**config.mk**
```make
export PLATFORM = sky130hd
export DESIGN_NAME = dnd_chunker
export DESIGN_NICKNAME = d
export VERILOG_FILES = /design/src/rtl/dnd_pkg.sv /design/src/rtl/dnd_chunker.sv
export SDC_FILE = /design/constraint.sdc
export NUM_CORES = 1
export LEC_CHECK = 0
export CAP_MARGIN = 20
export CELL_PAD_IN_SITES_DETAIL_PLACEMENT = 2
export CELL_PAD_IN_SITES_GLOBAL_PLACEMENT = 2
export CORE_ASPECT_RATIO = 0.9
export CORE_MARGIN = 3
export CORE_UTILIZATION = 30
export DETAILED_ROUTE_END_ITERATION = 10
export DONT_BUFFER_PORTS = 1
export HOLD_SLACK_MARGIN = 0.05
export MAX_ROUTING_LAYER = met4
export PLACE_DENSITY_LB_ADDON = 0.08
export SYNTH_ARGS = -nofsm -noshare
export SYNTH_HDL_FRONTEND = slang
export SYNTH_SLANG_ARGS = --single-unit
```
**constraint.sdc**
```tcl
create_clock -name clk -period 3.1 [get_ports clk]
set_input_delay 0.62 -clock clk [delete_from_list [all_inputs] [get_ports clk]]
set_output_delay 0.62 -clock clk [all_outputs]
set_load 0.02 [all_outputs]
```
**src/rtl/dnd_pkg.sv**
```systemverilog
// Shared constants, status codes and the byte-push request type for the DNS name decompressor.
// No dependencies; the top level and the chunk packer import it.
package dnd_pkg;

  // Packet memory geometry and walk limits
  localparam int PKT_MAX     = 512;
  localparam int ADDR_W      = $clog2(PKT_MAX);
  localparam int DEPTH_LIMIT = 10;
  localparam int JMP_W       = $clog2(DEPTH_LIMIT + 1);
  // Walk pointer: a pointer target (up to packet_len) plus the span one level can read
  localparam int PTR_W       = 12;

  // Name buffer and chunking
  localparam int NAME_MAX    = 256;
  localparam int ROOM_MIN    = 3;
  localparam int CHUNK_BYTES = 8;

  // Stream widths
  localparam int IN_TDATA_W  = 40;
  localparam int OUT_TDATA_W = 96;

  // Item kinds carried on in_tuser
  localparam logic FUNC_LOAD   = 1'b0;
  localparam logic FUNC_DECODE = 1'b1;

  // Walk status codes
  localparam logic [2:0] ST_END       = 3'd0;
  localparam logic [2:0] ST_FULL      = 3'd1;
  localparam logic [2:0] ST_BAD_AFTER = 3'd2;
  localparam logic [2:0] ST_BAD_FIRST = 3'd3;
  localparam logic [2:0] ST_DEPTH     = 3'd4;

  // Label byte decoding
  localparam logic [1:0] PTR_TAG    = 2'b11;
  localparam logic [7:0] DOT_CHAR   = 8'h2e;
  localparam logic [9:0] OFFSET_SAT = 10'd1023;

  // One request from the walker to the chunk packer
  typedef struct packed {
    logic       put;          // append data to the current chunk
    logic [7:0] data;
    logic       fin;          // close the decode with the last chunk
    logic [2:0] status;
    logic [8:0] name_len;
    logic [9:0] next_offset;
  } dnd_push_t;

endpackage

```
**src/rtl/dnd_chunker.sv**
```systemverilog
// Chunk packer: gathers name bytes into eight-byte chunks and holds the output register.
// Depends on dnd_pkg.
module dnd_chunker (
  input  logic                            clk,
  input  logic                            rst_n,
  input  dnd_pkg::dnd_push_t              req,
  output logic                            ack,
  output logic                            out_tvalid,
  input  logic                            out_tready,
  // [63:0] chars, [67:64] valid_bytes, [70:68] status, [79:71] name_len,
  // [89:80] next_offset, [95:90] zero
  output logic [dnd_pkg::OUT_TDATA_W-1:0] out_tdata,
  output logic                            out_tlast
);
  import dnd_pkg::*;

  logic [63:0]            chunk_r, chunk_nxt;
  logic [3:0]             cnt_r, cnt_nxt;
  logic                   ovalid_r, ovalid_nxt;
  logic [OUT_TDATA_W-1:0] odata_r, odata_nxt;
  logic                   olast_r, olast_nxt;
  logic                   slot_free;
  logic                   chunk_full;

  assign slot_free  = !ovalid_r || out_tready;
  assign chunk_full = (cnt_r == 4'(CHUNK_BYTES));

  // Stall the walker when a chunk must leave but the output register is still held
  assign ack = !(((req.put && chunk_full) || req.fin) && !slot_free);

  always_comb begin
    chunk_nxt  = chunk_r;
    cnt_nxt    = cnt_r;
    ovalid_nxt = ovalid_r && !out_tready;
    odata_nxt  = odata_r;
    olast_nxt  = olast_r;
    if (req.fin) begin
      // Close the decode: send what is gathered with the summary fields
      if (slot_free) begin
        ovalid_nxt = 1'b1;
        olast_nxt  = 1'b1;
        odata_nxt  = OUT_TDATA_W'({req.next_offset, req.name_len, req.status, cnt_r, chunk_r});
        chunk_nxt  = '0;
        cnt_nxt    = '0;
      end
    end else if (req.put) begin
      if (chunk_full) begin
        // Send the full chunk and start the next one with this byte
        if (slot_free) begin
          ovalid_nxt = 1'b1;
          olast_nxt  = 1'b0;
          odata_nxt  = OUT_TDATA_W'({cnt_r, chunk_r});
          chunk_nxt  = 64'(req.data);
          cnt_nxt    = 4'd1;
        end
      end else begin
        chunk_nxt = chunk_r | (64'(req.data) << {cnt_r[2:0], 3'b000});
        cnt_nxt   = cnt_r + 4'd1;
      end
    end
  end

  always_ff @(posedge clk) begin
    if (!rst_n) begin
      chunk_r  <= '0;
      cnt_r    <= '0;
      ovalid_r <= 1'b0;
    end else begin
      chunk_r  <= chunk_nxt;
      cnt_r    <= cnt_nxt;
      ovalid_r <= ovalid_nxt;
    end
  end

  // Output payload
  always_ff @(posedge clk) begin
    odata_r <= odata_nxt;
    olast_r <= olast_nxt;
  end

  assign out_tvalid = ovalid_r;
  assign out_tdata  = odata_r;
  assign out_tlast  = olast_r;

endmodule

```
==> metrics.md, run 1 <==
| Metric | Value |
|---|---|
| Mux cell area share after synthesis | `0` |
| Root Driver | `clkbuf_16` |
| Setup_tns | `0 ps` |
| Initial antenna violation count | `0` |
| Vias in the first global route | `3261` |
| Global-route wire length before repair | `21000 um` |
| Post-Syn Instances | `406` |
| Final hold viol count | `0` |
| Arrival time worst endpoint | `1880 ps` |
| N_diodes | `0` |
| Vias | `3152` |
| Cts hold-fix bufs | `0` |
| Final number of setup-violating endpoints | `0` |
| FMAX | `0.400 GHz` |
| DRT Pass-1 Iters | `4` |
| Port bufs | `0` |
| Post-synthesis simple-gate area fraction | `0.0993` |
| Die height | `135 um` |
| Synthesis warning total | `0` |
| CP Buf/Inv Count | `2` |
| Unrepaired setup endpoints after global routing | `false` |
| Rel. slew slack | `0.530` |
| Starting Density | `0.311` |
| Largest net degree at the start of global routing | `66` |
| Hold WC Path Type | `in2reg` |
| Placed Area | `5770 sq um` |
| Pleak | `2.24 nW` |
| Min Tclk post-route | `2500 ps` |
| Core Area | `17900 sq um` |
| Synthesized flop and latch total | `160` |
| Worst-margin pin slew | `706 ps` |
| Die Span X | `150 um` |
| Vias per std cell | `4.80` |
| Layout cell share with drive strength beyond 1 | `0.108` |
| Routed WL | `13900 um` |
| Cell area power density | `743 nW/um^2` |
| Clock Latency Late Sink | `420 ps` |
| Hold path start | `req[22]` |
| Crit Path Max Fanout | `10` |
| Fin crit share | `0.806` |
| Synth Area in Compound Gates | `0.113` |
| Syn_area_per_cell | `13.7 sq um` |
| Post CTS Setup Buffer Count | `0` |
| CP max-delay cell | `dfxtp_1` |
| Crit Path Category | `reg2out` |
| Max VDD drop | `0.322 mV` |
| CTS clk-pin slew, worst paths | `60 ps` |
| CTS tree | `done` |
| Status | `finished, final reports clean` |
| Area grow syn2layout | `14.3%` |
| Num CTS Buffers | `17` |
| Clk sinks | `160` |
| Worst path required time | `2480 ps` |
| Gp weighted congestion | `0.724` |
| Largest stage delay, worst path | `560 ps` |
| Crit-path cells | `inv_1 > ha_1 > and4b_1 > o21ai_0 > buf_4` |
| Synth Area in XOR/XNOR | `0.00157` |
| PostCTS Resize Cnt | `0` |
| Total congestion overflow | `0` |
| Remaining antenna violation count | `0` |
| DRC | `0` |
| Power, Total | `4.73 mW` |
| Delay-heaviest family, CP | `flip-flops` |
| I/O pin count | `134` |
| Post-Layout Inst Area | `6360 sq um` |
| H-tree depth | `4` |
| Number of max-cap violations | `0` |
| Nets | `440` |
| Worst Setup End Kind | `output port` |
| Distinct cell type count after synthesis | `37` |
| Critical path origin | `cnt_r[0]` |
| Layout Utilization | `0.356` |
| DP HPWL | `8740 um` |
| Syn Std Cell Area | `5570 sq um` |
| Seq/Total Area, Yosys | `0.739` |
| Reg-to-reg critical path startpoint | `cnt_r[0]` |
| Die area | `20200 sq um` |
| Clock Skew | `8.15 ps` |
| Fillers | `1819` |
| Combinational family with the most area after synthesis | `compound AO/OA/AOI/OAI gates` |
| Final Max Slew Viols | `0` |
| Synth Area in Adders | `0.00450` |
| Drt wl/cell | `21.2 um` |
| Gr usage total | `0.147` |
| FP Rows | `46` |
| Startpoint types | `flip-flop` |
| CTS Buffer Depth | `2` |
| DRT iter0 DRCs | `235` |
==> through the flow <==
step,hold WS [ps],std cells,setup slack (ps)
finish,297,656,601
CTS,269,656,561
floorplan,409,411,137
global placement,415,624,988
detailed placement,418,624,896
global route,268,656,449
==> Yosys cell counts, drive strengths merged <==
| cell | count | area, sq um |
|---|---|---|
| edfxtp | 91 | 2730 |
| dfxtp | 69 | 1380 |
| nor2 | 63 | 244 |
| a31oi | 40 | 250 |
| buf | 27 | 160 |
| and2 | 23 | 144 |
| a21oi | 20 | 100 |
| inv | 12 | 45.0 |
| o21ai | 11 | 55.1 |
| a211o | 8 | 70.1 |
| clkbuf | 7 | 26.3 |
| o2111a | 7 | 78.8 |
| nor4 | 4 | 67.6 |
| nand3 | 3 | 15.0 |
| a21o | 2 | 15.0 |
| and4b | 2 | 20.0 |
| ha | 2 | 25.0 |
| nand2b | 2 | 20.0 |
| nor3 | 2 | 15.0 |
| a2111oi | 1 | 27.5 |
| and2b | 1 | 7.51 |
| and3b | 1 | 8.76 |
| conb | 1 | 3.75 |
| nand2 | 1 | 3.75 |
| nand3b | 1 | 7.51 |
| o211ai | 1 | 7.51 |
| o21ba | 1 | 10.0 |
| o31a | 1 | 8.76 |
| o31ai | 1 | 7.51 |
| xnor2 | 1 | 8.76 |
==> power breakdown <==
group          internal [mW]  switching (mW)  leakage, nW
clock network           1.26           0.858        0.282
registers               2.33           0.122         1.48
logic                 0.0504           0.103        0.488
total                   3.65            1.08         2.24
==> layout make-up <==
type                    instances  area, sq um  area share
clock buffers                  18          429      0.0674
clock inverters                14          165      0.0259
inverters                      12         45.0     0.00708
multi-input cells             205         1250       0.196
flip-flops and latches        160         4110       0.646
well taps                     240          300      0.0472
repair buffers                  7         65.1      0.0102
==> routing by layer <==
| metal | track usage | wire, um | part of all wire | vias up |
|---|---|---|---|---|
| li1 | - | - | - | 1459 |
| met1 | 0.187 | 6470 | 0.47 | 1592 |
| met2 | 0.219 | 6480 | 0.47 | 86 |
| met3 | 0.0472 | 722 | 0.052 | 15 |
| met4 | 0.0564 | 218 | 0.016 | 0 |
| met5 | - | 0 | 0 | - |
==> path summary, 6_finish.rpt <==
| kind | to | slack, ps | cells past startpoint |
|---|---|---|---|
| worst min-delay path | out_tlast | 300 | 0 |
| worst min register to register | out_tdata[25] | 430 | 0 |
| worst max-delay path | ack | 600 | 5 |
| worst max register to register | chunk_r[47] | 900 | 6 |
==> flip-flops by register name, indices dropped and copies added, names as in the netlist <==
name and flops:
chunk_r 64, cnt_r 4, out_tlast 1, out_tvalid 1, out_tdata 90
==> kinds of logic after synthesis <==
logic type                 Yosys count
xor gates and xnor gates             1
adders and majority gates            2
buffers and inverters               46
DFF                                160
other                                1
and+or+nand+nor                    103
AOI/OAI and AO/OA                   93
==> layout by cell type, fill, tap and decap left out, types with 2 or more instances in the layout <==
cell / Yosys / routed
nor4_2: 2 / 2
clkinv_1: 0 / 2
clkinv_4: 0 / 2
a21oi_1: 20 / 20
edfxtp_1: 91 / 91
nand3_1: 3 / 3
bufinv_16: 0 / 3
nor4_4: 2 / 2
inv_6: 0 / 2
a211o_1: 8 / 8
buf_4: 7 / 6
inv_1: 12 / 12
o21ai_0: 11 / 11
ha_1: 2 / 2
clkinvlp_4: 0 / 3
clkinv_2: 0 / 2
a31oi_1: 40 / 40
and4b_1: 2 / 2
a21o_1: 2 / 2
nor2_1: 62 / 62
o2111a_1: 7 / 7
and2_1: 23 / 23
clkbuf_16: 0 / 17
conb_1: 1 / 6
dfxtp_1: 69 / 69
(Power assumes the default switching activity.)
==> run 2, diff against run 1 <==
==> constraint.sdc (replaced) <==
create_clock -name clk -period 2 [get_ports clk]
set_input_delay 0.4 -clock clk [delete_from_list [all_inputs] [get_ports clk]]
set_output_delay 0.4 -clock clk [all_outputs]
set_load 0.02 [all_outputs]
==> metrics.md, run 2 (synthesis results as in run 1) <==
| Metric | Value |
|---|---|
| Gr usage total | `0.150 (was 0.147)` |
| Crit Path Max Fanout | `4 (was 10)` |
| Num CTS Buffers | `17 (unchanged)` |
| Starting Density | `0.311 (unchanged)` |
| Layout cell share with drive strength beyond 1 | `0.141 (was 0.108)` |
| Status | `finished, final reports clean (unchanged)` |
| Pleak | `2.31 nW (was 2.24 nW)` |
| CP Buf/Inv Count | `2 (unchanged)` |
| FP Rows | `46 (unchanged)` |
| DP HPWL | `8940 um (was 8740 um)` |
| DRT Pass-1 Iters | `5 (was 4)` |
| DRC | `0 (unchanged)` |
| Initial antenna violation count | `0 (unchanged)` |
| Setup_tns | `0 ps (unchanged)` |
| Total congestion overflow | `0 (unchanged)` |
| Worst-margin pin slew | `656 ps (was 706 ps)` |
| Worst hold stages | `1 (was 0)` |
| Clock Skew | `5.70 ps (was 8.15 ps)` |
| Vias | `3249 (was 3152)` |
| Setup WS pre-CTS | `144 ps (was 896 ps)` |
| Power, Total | `7.32 mW (was 4.73 mW)` |
| Area grow syn2layout | `16.5% (was 14.3%)` |
| Hold path start | `rst_n (was req[22])` |
| Number of max-cap violations | `0 (unchanged)` |
| Placed Area | `5850 sq um (was 5770 sq um)` |
| Arrival time worst endpoint | `1500 ps (was 1880 ps)` |
| Reg-to-reg critical path startpoint | `cnt_r[1] (was cnt_r[0])` |
| FF-to-FF path depth | `7 (was 6)` |
| Clk sinks | `160 (unchanged)` |
| Die area | `20200 sq um (unchanged)` |
| Delay-heaviest family, CP | `flip-flops (unchanged)` |
| Vias in the first global route | `3360 (was 3261)` |
| End of the worst register-to-register path | `chunk_r[7] (was chunk_r[47])` |
| Worst path required time | `1600 ps (was 2480 ps)` |
| Nets | `451 (was 440)` |
| Largest stage delay, worst path | `330 ps (was 560 ps)` |
| Port bufs | `0 (unchanged)` |
| Min Tclk post-route | `1900 ps` |
| Crit-path cells | `inv_2 > ha_4 > and4b_2 > o21ai_2 > buf_6 (was inv_1 > ha_1 > and4b_1 > o21ai_0 > buf_4)` |
| Worst Setup End Kind | `output port (unchanged)` |
| N_diodes | `0 (unchanged)` |
| Remaining antenna violation count | `0 (unchanged)` |
| Drt wl/cell | `21.3 um (was 21.2 um)` |
| Root Driver | `clkbuf_16 (unchanged)` |
| H-tree depth | `4 (unchanged)` |
| Rel. slew slack | `0.561 (was 0.530)` |
| Layout Utilization | `0.362 (was 0.356)` |
| Final number of setup-violating endpoints | `0 (unchanged)` |
| FMAX | `0.525 GHz` |
| Die height | `135 um (unchanged)` |
| Cell area power density | `1130 nW/um^2 (was 743 nW/um^2)` |
| Core Area | `17900 sq um (unchanged)` |
| Post-Layout Inst Area | `6480 sq um (was 6360 sq um)` |
| Routed WL | `14200 um (was 13900 um)` |
| Commonest cells after routing, fill and taps aside | `91 x edfxtp_1, 67 x dfxtp_1, 62 x nor2_1, 40 x a31oi_1, 23 x and2_1 (was 91 x edfxtp_1, 69 x dfxtp_1, 62 x nor2_1, 40 x a31oi_1, 23 x and2_1)` |
| Fillers | `1802 (was 1819)` |
| DRT iter0 DRCs | `193 (was 235)` |
| Worst setup margin | `95.1 ps (was 601 ps)` |
| Final hold viol count | `0 (unchanged)` |
| Critical path origin | `cnt_r[1] (was cnt_r[0])` |
| CP max-delay cell | `dfxtp_2 (was dfxtp_1)` |
| CTS tree | `done (unchanged)` |
| Largest net degree at the start of global routing | `72 (was 66)` |
| Gp weighted congestion | `0.746 (was 0.724)` |
| Hold WC Path Type | `in2reg (unchanged)` |
| Startpoint types | `flip-flop (unchanged)` |
| CTS Buffer Depth | `2 (unchanged)` |
| Commonest non-fill, non-tap cell in the layout | `edfxtp_1 (unchanged)` |
| Max reg flops | `90 (unchanged)` |
| Flop2flop setup slack | `220 ps (was 900 ps)` |
| Crit Path Category | `reg2out (unchanged)` |
| Final Max Slew Viols | `0 (unchanged)` |
| Max VDD drop | `0.505 mV (was 0.322 mV)` |
| Die Span X | `150 um (unchanged)` |
| Clock Latency Late Sink | `420 ps (about the same)` |
| Fin crit share | `0.952` |
| Vias per std cell | `4.87 (was 4.80)` |
| CTS clk-pin slew, worst paths | `60 ps (about the same)` |
| WHS Endpoint | `out_tvalid (was out_tlast)` |
| I/O pin count | `134 (unchanged)` |
| Unrepaired setup endpoints after global routing | `false (unchanged)` |
| Global-route wire length before repair | `21400 um (was 21000 um)` |
==> run 2: power by group <==
part,leakage [nW],switching (mW),internal (mW)
registers,1.48,0.185,3.61
clock network,0.282,1.27,1.99
logic,0.552,0.168,0.0955
==> run 2: cell type report <==
cell class | count | area (sq um) | share of cell area
inverter | 12 | 45.0 | 0.00695
tap | 240 | 300 | 0.0463
clock inverter | 10 | 136 | 0.0210
timing repair buffer | 18 | 166 | 0.0257
sequential | 160 | 4120 | 0.635
clock buffer | 22 | 454 | 0.0701
multi-input combinational | 205 | 1260 | 0.195
==> run 2: what timing repair did <==
item                                   in CTS  in global routing
gates resized for setup                     2                  4
setup endpoints to repair                   1                  6
endpoints found under the hold margin       0                  1
buffers inserted                            0                  1
pin swaps                                   0                  2
hold buffers                                0                  1
==> run 2: worst max path at each step <==
stage          cells after the start  slack [ps]           to
5_1_grt                            4          10          ack
2_1_floorplan                     10           2  chunk_r[59]
3_3_place_gp                       7         210   chunk_r[7]
4_1_cts                            5           7          ack
6_report                           5         100          ack
3_5_place_dp                       7         140   chunk_r[7]
==> run 2: worst register-to-register path, cell delays in order, from the launching register on <==
cell      delay, ps
dfxtp_2         320
inv_2            90
ha_4            150
and4b_2         260
o21ba_4         180
buf_12          290
o21ai_0         220
o2111a_1        160
==> run 2: through the flow <==
stage | hold slack, ps | instances
6_report | 106 | 667
4_1_cts | 54.7 | 665
3_3_place_gp | 415 | 633
3_5_place_dp | 418 | 633
2_1_floorplan | 409 | 411
5_1_grt | 83.8 | 667
==> run 2: layer usage <==
layer / wire length [um] / share of wire / GRT usage / up-vias
met5: 0 / 0 / - / -
met4: 152 / 0.011 / 0.0503 / 0
met3: 739 / 0.052 / 0.0492 / 12
met2: 7020 / 0.49 / 0.231 / 83
met1: 6270 / 0.44 / 0.186 / 1675
li1: - / - / - / 1479
==> run 3, diff against run 2 <==
--- a/config.mk
+++ b/config.mk
@@ -8,8 +8,7 @@
 export CAP_MARGIN = 20
 export CELL_PAD_IN_SITES_DETAIL_PLACEMENT = 2
 export CELL_PAD_IN_SITES_GLOBAL_PLACEMENT = 2
-export CORE_ASPECT_RATIO = 0.9
-export CORE_MARGIN = 3
+export CORE_MARGIN = 2
 export CORE_UTILIZATION = 30
 export DETAILED_ROUTE_END_ITERATION = 10
 export DONT_BUFFER_PORTS = 1
==> metrics.md, run 3 (synthesis results as in run 1) <==
| Metric | Value |
|---|---|
| Status | `finished, final reports clean (unchanged)` |
| Fin Hold WS | `104 ps (was 106 ps)` |
| Startpoint types | `flip-flop (unchanged)` |
| Starting Density | `0.308 (was 0.311)` |
| DRT Pass-1 Iters | `4 (was 5)` |
| Layout Utilization | `0.360 (was 0.362)` |
| Sw Pwr | `1.64 mW (was 1.62 mW)` |
| CTS Buffer Depth | `2 (unchanged)` |
| Vias per std cell | `4.92 (was 4.87)` |
| Hold WC Path Type | `in2reg (unchanged)` |
| Port bufs | `0 (unchanged)` |
| Final Max Slew Viols | `0 (unchanged)` |
| Sequential cell area | `4120 sq um (unchanged)` |
| H-tree depth | `4 (unchanged)` |
| Delay-heaviest family, CP | `flip-flops (unchanged)` |
| Die Span X | `140 um (was 150 um)` |
| Vias | `3239 (was 3249)` |
| Core Area | `18100 sq um (was 17900 sq um)` |
| Final hold viol count | `0 (unchanged)` |
| Root Driver | `clkbuf_16 (unchanged)` |
| Vias in the first global route | `3540 (was 3360)` |
| Drt wl/cell | `22.0 um (was 21.3 um)` |
| Total congestion overflow | `0 (unchanged)` |
| Placed cells | `626 (was 633)` |
| I/O pin count | `134 (unchanged)` |
| Global-route wire length before repair | `22000 um (was 21400 um)` |
| Setup_tns | `0 ps (unchanged)` |
| Fillers | `1808 (was 1802)` |
| Nets | `455 (was 451)` |
| Setup WS pre-CTS | `170 ps (was 144 ps)` |
| Pleak | `2.34 nW (was 2.31 nW)` |
| Num CTS Buffers | `17 (unchanged)` |
| Crit-path cells | `inv_2 > ha_4 > and4b_2 > o21ai_2 > buf_6 (unchanged)` |
| Commonest non-fill, non-tap cell in the layout | `edfxtp_1 (unchanged)` |
| CP max-delay cell | `dfxtp_2 (unchanged)` |
| Max VDD drop | `0.572 mV (was 0.505 mV)` |
| Area occupied by multi-input gates | `1260 sq um (unchanged)` |
| DP HPWL | `9170 um (was 8940 um)` |
| DRC | `0 (unchanged)` |
| Commonest cells after routing, fill and taps aside | `91 x edfxtp_1, 67 x dfxtp_1, 62 x nor2_1, 40 x a31oi_1, 23 x and2_1 (unchanged)` |
| Layout cell share with drive strength beyond 1 | `0.151 (was 0.141)` |
| Cell area power density | `1110 nW/um^2 (was 1130 nW/um^2)` |
| Initial antenna violation count | `0 (unchanged)` |
| Top Metal Used | `met4 (unchanged)` |
| FP Rows | `49 (was 46)` |
| Switch share | `0.226 (was 0.221)` |
| Die height | `140 um (was 135 um)` |
| Gp weighted congestion | `0.730 (was 0.746)` |
| Routed WL | `14500 um (was 14200 um)` |
| Clk sinks | `160 (unchanged)` |
| Power, Total | `7.26 mW (was 7.32 mW)` |
| Crit Path Max Fanout | `4 (unchanged)` |
| Wire length on met2 | `7140 um (was 7020 um)` |
| DRT iter0 DRCs | `178 (was 193)` |
| FMAX | `0.517 GHz (was 0.525 GHz)` |
| Arrival time worst endpoint | `1530 ps (was 1500 ps)` |
| Remaining antenna violation count | `0 (unchanged)` |
| CTS clk-pin slew, worst paths | `60 ps (about the same)` |
| Post-route insts no fill | `659 (was 667)` |
| Worst Setup End Kind | `output port (unchanged)` |
| Largest stage delay, worst path | `330 ps (about the same)` |
| Gr usage total | `0.157 (was 0.150)` |
| Placed Area | `5910 sq um (was 5850 sq um)` |
| Clk pwr share | `0.437 (was 0.445)` |
| N_diodes | `0 (unchanged)` |
| Min Tclk post-route | `1930 ps (was 1900 ps)` |
| Sequential power share | `0.522 (was 0.519)` |
| Area grow syn2layout | `17.1% (was 16.5%)` |
| Clock Skew | `7.21 ps (was 5.70 ps)` |
| CTS tree | `done (unchanged)` |
| Final number of setup-violating endpoints | `0 (unchanged)` |
| Die area | `19700 sq um (was 20200 sq um)` |
| Crit Path Category | `reg2out (unchanged)` |
| M1 wire length | `6480 um (was 6270 um)` |
| Fin crit share | `0.966 (was 0.952)` |
| Comb pwr share | `0.041 (was 0.036)` |
| Worst setup margin | `67.4 ps (was 95.1 ps)` |
| Rel. slew slack | `0.543 (was 0.561)` |
| P_int | `5.62 mW (was 5.70 mW)` |
| Unrepaired setup endpoints after global routing | `false (unchanged)` |
| Worst-margin pin slew | `683 ps (was 656 ps)` |
| Met3 routed WL | `631 um (was 739 um)` |
| Post-Layout Inst Area | `6520 sq um (was 6480 sq um)` |
| Clock Latency Late Sink | `420 ps (about the same)` |
| CP Buf/Inv Count | `2 (unchanged)` |
| Max reg flops | `90 (unchanged)` |
| Worst path required time | `1600 ps (about the same)` |
| Largest net degree at the start of global routing | `41 (was 72)` |
| Number of max-cap violations | `0 (unchanged)` |
==> run 3: cell types whose count changed in the layout (fill, tap and decap cells not counted) <==
| cell | previous run | this run |
|---|---|---|
| buf_12 | 2 | 5 |
| buf_4 | 14 | 15 |
| bufinv_16 | 3 | 2 |
| clkbuf_1 | 4 | 3 |
| clkbuf_8 | 1 | 2 |
| clkinv_1 | 1 | 0 |
| clkinv_2 | 2 | 3 |
==> run 3: routing by layer <==
metal  GRT usage  vias to the layer above
met5           -                        -
met4      0.0627                        0
met3      0.0424                       19
met2       0.249                       80
met1       0.190                     1656
li1            -                     1484
==> run 3: worst paths after layout <==
check / depth (start not counted) / end / from / slack, ps
worst min-delay path: 1 / out_tvalid / rst_n / 100
worst max register to register: 7 / chunk_r[27] / cnt_r[1] / 200
worst min register to register: 0 / out_tdata[14] / chunk_r[14] / 430
worst max-delay path: 5 / ack / cnt_r[1] / 70
==> run 3: power by group through the flow <==
stage / Sequential (mW) / Clock (mW) / Combinational (mW)
floorplan: 3.84 / 0 / 0.235
global placement: 3.87 / 0 / 0.278
detailed placement: 3.87 / 0 / 0.289
CTS: 3.80 / 3.26 / 0.293
global route: 3.81 / 3.39 / 0.325
finish: 3.79 / 3.18 / 0.294
==> run 3: timing repair <==
action	4_1_cts	5_1_grt
hold buffers	0	1
pin swaps	0	2
endpoints found under the setup margin	1	1
buffers inserted	0	1
hold endpoints to repair	0	1
gates resized for setup	4	2
==> run 3: final cells by class <==
| cell class | instances | area share |
|---|---|---|
| timing repair buffer | 22 | 0.0359 |
| clock inverter | 9 | 0.0165 |
| sequential | 160 | 0.632 |
| tap | 229 | 0.0440 |
| multi-input combinational | 205 | 0.194 |
| inverter | 12 | 0.00691 |
| clock buffer | 22 | 0.0712 |
